## src/rtl/htkv_mul.sv

```systemverilog
`timescale 1ns / 1ps
`default_nettype none

// Low 64 bits of a 64x64 product from one 32x32 multiplier.
module htkv_mul (
    input  wire logic        aclk,
    input  wire logic        aresetn,
    input  wire logic        start,
    input  wire logic [63:0] a,
    input  wire logic [63:0] b,
    output logic             done,
    output logic [63:0]      product
);

    logic [63:0] a_reg, a_next;
    logic [63:0] b_reg, b_next;
    logic [63:0] prod_reg, prod_next;
    logic [63:0] acc_reg, acc_next;
    logic [1:0]  step_reg, step_next;
    logic        busy_reg, busy_next;
    logic        done_reg, done_next;
    logic [31:0] op_a;
    logic [31:0] op_b;
    logic [63:0] mul;

    // step 0: aL*bL, step 1: aL*bH, step 2: aH*bL; the aH*bH term drops out
    always_comb begin
        op_a = (step_reg == 2'd2) ? a_reg[63:32] : a_reg[31:0];
        op_b = (step_reg == 2'd1) ? b_reg[63:32] : b_reg[31:0];
        mul  = 64'(op_a) * 64'(op_b);
    end

    always_comb begin
        a_next    = a_reg;
        b_next    = b_reg;
        prod_next = prod_reg;
        acc_next  = acc_reg;
        step_next = step_reg;
        busy_next = busy_reg;
        done_next = 1'b0;
        if (start) begin
            a_next    = a;
            b_next    = b;
            step_next = 2'd0;
            busy_next = 1'b1;
        end else if (busy_reg) begin
            prod_next = mul;
            step_next = step_reg + 2'd1;
            case (step_reg)
                2'd0: acc_next = acc_reg;
                2'd1: acc_next = prod_reg;
                default: acc_next = acc_reg + {prod_reg[31:0], 32'd0};
            endcase
            if (step_reg == 2'd3) begin
                busy_next = 1'b0;
                done_next = 1'b1;
            end
        end
    end

    always_ff @(posedge aclk) begin
        if (!aresetn) begin
            step_reg <= 2'd0;
            busy_reg <= 1'b0;
            done_reg <= 1'b0;
        end else begin
            step_reg <= step_next;
            busy_reg <= busy_next;
            done_reg <= done_next;
        end
        a_reg    <= a_next;
        b_reg    <= b_next;
        prod_reg <= prod_next;
        acc_reg  <= acc_next;
    end

    assign done    = done_reg;
    assign product = acc_reg;

endmodule

`default_nettype wire

```

## config.mk

```make
export PLATFORM = sky130hd
export DESIGN_NAME = htkv_mul
export DESIGN_NICKNAME = d
export VERILOG_FILES = /design/src/rtl/htkv_mul.sv
export SDC_FILE = /design/constraint.sdc
export NUM_CORES = 2
export LEC_CHECK = 0
export ABC_AREA = 1
export BUFFER_PORTS_ARGS = -buffer_cell sky130_fd_sc_hd__buf_2
export CAP_MARGIN = 20
export CORE_MARGIN = 5
export CORE_UTILIZATION = 49
export CTS_BUF_LIST = sky130_fd_sc_hd__clkbuf_8
export DETAILED_ROUTE_END_ITERATION = 12
export HOLD_SLACK_MARGIN = 0.1
export PLACE_DENSITY_LB_ADDON = 0.25
export RECOVER_POWER = 50
export SYNTH_ARGS = -nofsm -noshare
export SYNTH_HDL_FRONTEND = slang
export SYNTH_SLANG_ARGS = --single-unit
```

## constraint.sdc

```tcl
create_clock -name aclk -period 8.9 [get_ports aclk]
set_clock_uncertainty 0.05 [all_clocks]
set_input_delay 2.67 -clock aclk [delete_from_list [all_inputs] [get_ports aclk]]
set_output_delay 2.67 -clock aclk [all_outputs]
set_load 0.005 [all_outputs]
```

Word level (Yosys, flattened, before mapping) --
Cells that the tools add are included.
Operators by class: add/subtract/negate cells 2, multipliers 1, eq/ne operators 3, multiplexer cells 7, bitwise gates (word level) 4, reductions and logical operators 5
Operators with widths (count):
- 64-bit one-hot mux with 2 select lines | 1
- 64-bit adder | 1
- 32-bit by 32-bit multiplier with 64-bit output | 1
- 32-bit 2-to-1 mux | 2
- 2-bit equality test, second input constant | 2
- 1-bit 2-to-1 mux | 4
- 1-bit NOT | 4
- 3-bit AND reduction | 1
- 3-bit OR reduction | 1
- 2-bit by 1-bit adder with 2-bit output, second input constant | 1
- 2-bit by 1-bit equality test with 1-bit output, second input constant | 1
- 2-bit logical NOT | 1
- 2-bit AND reduction | 1
- 2-bit OR reduction | 1
Word-level totals: register bits after elaboration 260, input bits 131

Depth between registers and ports, before layout --
depth in word-level cells 4, mapped depth 39

Least setup slack after synthesis --
No wires, ideal clock.
kind register -> register, start register step_reg[0], end register prod_reg[53], data pin, library setup time 0.252 ns, data arrival time 6.829 ns, data required time 8.598 ns, slack 1.769 ns, cell stages (with the launch flop) 32, cell sequence dfxtp_1 inv_1 ha_1 buf_6 buf_6 buf_8 o21ai_4 buf_2 nand2_1 fa_1 inv_1 fa_1 fa_1 inv_1 fa_1 inv_1 fa_1 fa_1 fa_1 inv_1 fa_1 inv_1 ha_1 nand2_1 nor2_1 inv_1 nor2_1 nand2_1 nor3_1 nand2_1 nand3_1 nand2_1
Between the ends: cells in the longest elaborated chain, start to end 3, elaborated cells on any way between the ends 5, those cells by class mul: 1; eq/ne: 2; mux: 2
Ends and longest elaborated chain:
- from (decl) | RTL line 19 | logic [1:0] step_reg, step_next;
- from (signal assigned) | RTL line 67 | step_reg <= step_next;
- 2-bit equality test or 2-bit by 1-bit equality test with 1-bit output (tied branches) | RTL line 28, 29
- 32-bit 2-to-1 mux, on equally long branches | RTL line 28, 29
- 32-bit by 32-bit multiplier with 64-bit output * | RTL line 30 | mul = 64'(op_a) * 64'(op_b);
- via mul[53] | RTL line 24 | logic [63:0] mul;
- to (signal assigned) | RTL line 73 | prod_reg <= prod_next;
- to (decl) | RTL line 17 | logic [63:0] prod_reg, prod_next;
Mark *: on every way through the listed nets, which the timed path passes. The rest lies on a longest branch. A chain may end at the register's enable or synchronous reset.

Final worst setup path --
start register step_reg[1], end register prod_reg[31], data pin
Same word-level chain as after synthesis.

==> qor.txt <==
Global-route wire length before repair -> 222 mm
Global Route Usage Sum -> 29.7%
DPL Wire Length -> 123 mm
# rows -> 112
Via Count -> 36500
Port bufs -> 195
Synth area leader -> fa_1
CP startpoint kind -> flop
Post-Layout Cell Count -> 7002
Min-Delay Path Class -> reg -> reg
Starting DRT DRC Count -> 2977
Max-Cap Viols -> 4
Worst slew pin tran -> 3.38 ns
Routed wire length -> 147 mm
Crit end category -> flop
Area occupied by registers -> 7770 um2
Area share of the largest cell type after synthesis -> 38.9%
Final setup vio count -> 0
Starting Density -> 49.4%
Slew Viols, Final -> 187
WS Path Type -> reg -> reg
Leading cell type in the layout, fill and taps excluded -> inv_1
Critical Path AT -> 8.98 ns
Initial antenna violation count -> 2
Hold path depth -> 2
Tcrit/Tclk final -> 96.0%
Setup slack, reg-to-reg -> 0.35 ns
Register area share after synthesis -> 16.8%
Most used cell, CP -> fa_1
Crit path max fanout -> 22
Synth Instances -> 5522
Fin. Hold Viols -> 0
Clock Tree Buf Depth -> 3
Area Overhead vs Synth -> 7.33%
Core box area -> 93500 um2
Ratio of cells with drive above 1 in the final layout -> 9.05%
DR WL/cell -> 21.0 um
Failing checks -> capacitance limit, slew limit
Die W -> 317 um
Footprint of the multi-input gates -> 32100 um2
Slowest library cell on the worst path -> fa_1
Die ar. -> 101000 um2
Fin nets -> 7038
CTS H-tree lvls -> 2
Vias in the first global route -> 37900
CTS clk-pin slew, worst paths -> 0.06 ns
Boundary Pins -> 196
CTS root buffer -> clkbuf_8
Post-Syn Nets -> 6848
Fmax -> 117 MHz
Placed Area -> 48800 um2
CTS Sinks -> 260
Crit-path max cell delay -> 0.58 ns
Vias per cell -> 5.21
Post-route ant nets -> 0
Ys async rst share -> 0%
Hold bufs inserted after CTS -> 0
YS warnings -> 0
Most used DFF post-synth -> edfxtp_1
RSZ-0062 raised after global routing -> no
Number of cells on the critical path -> 28
Fillers -> 8950
CTS tree -> done
Final instance area -> 49600 um2
Synth unique cells -> 40
Slew margin rel. -> -125%
Commonest non-fill, non-tap cells in the layout -> 1405 x inv_1, 1372 x nand2_1, 897 x fa_1, 695 x nor2_1, 296 x ha_1
Mapped Area -> 46200 um2
Minimum clock period after layout -> 8.55 ns
WP buf/inv -> 9
Yosys reg bits -> 260
Syn_area_per_cell -> 8.37 um2
Largest net degree at the start of global routing -> 74
Post-CTS Setup Inserts -> 0
Ranking of synthesized cells by area -> fa_1 39%, edfxtp_1 17%, inv_1 11%
Setup Total Neg Slack -> 0 ns
Top Family by Delay on Critical Path -> adder cells
GP Congestion -> 1.03
Worst endpoint required time -> 9.33 ns
Drt drc -> 0
DR pass1 iterations -> 7
Die H -> 317 um
Post-synth EDFFs -> 256
Status -> finished with violations
Worst skew pair latency -> 0.70 ns
R2R cell count -> 28
CTS resizes -> 0
Placed cell count -> 6920
Grt ovf -> 0
TritonCTS Buffers -> 44
-- metrics by stage --
step                utilization, %  worst slack (ns)  hold slack (ns)
floorplan                        -              1.77            0.406
global placement              52.2             0.388            0.434
detailed placement            52.2             0.264            0.431
CTS                           53.1             0.294            0.440
global route                  53.0            0.0458            0.468
finish                        53.0             0.354            0.442
-- cell usage after synthesis, types with 12 or more instances --
cell type	count
a21oi_1	69
inv_1	1392
o21ai_0	17
fa_1	897
buf_2	122
nand2_1	1372
o21ai_2	39
o21bai_1	12
clkbuf_1	14
o21ai_1	12
nor2_1	696
inv_2	45
edfxtp_1	256
buf_4	21
o21ai_4	15
nor3_1	20
nand4_1	14
nand3_1	95
ha_1	298
xor2_1	33
-- logic make-up after synthesis --
| logic type | synth area share (%) |
|---|---|
| simple gates | 19.0 |
| flops | 16.8 |
| xor+xnor | 0.834 |
| compound gates | 2.58 |
| fa+ha+maj | 46.9 |
| buf+inv | 13.8 |
-- path summary, 6_finish.rpt --
kind               start           end
min reg2reg     busy_reg   step_reg[0]
max reg2reg  step_reg[1]  prod_reg[31]
min             busy_reg   step_reg[0]
max          step_reg[1]  prod_reg[31]
-- tightest hold or removal path, stage by stage, from the launching register on --
cell and delay, ns:
dfxtp_1 0.32, nand2_1 0.06, a21oi_1 0.06
-- routing by layer --
metal	vias up	wire (um)	share of wire [%]	track usage, %
met5	-	0	0	0
met4	0	8410	5.7	13.4
met3	472	15000	10	7.19
met2	1785	66400	45	47.3
met1	17900	57200	39	38.8
li1	16300	-	-	-
-- layout make-up --
cell class                 instances  area share, %
multi-input combinational       3651           64.8
tap                             1254           3.16
sequential                       260           15.7
inverter                        1439           10.9
clock inverter                    36          0.444
antenna                            2         0.0101
clock buffer                      44           1.22
timing repair buffer             316           3.82
Power is left out: the tool's default activity adds up to more than one toggle a clock period on the data nets, which glitch-free logic cannot reach.
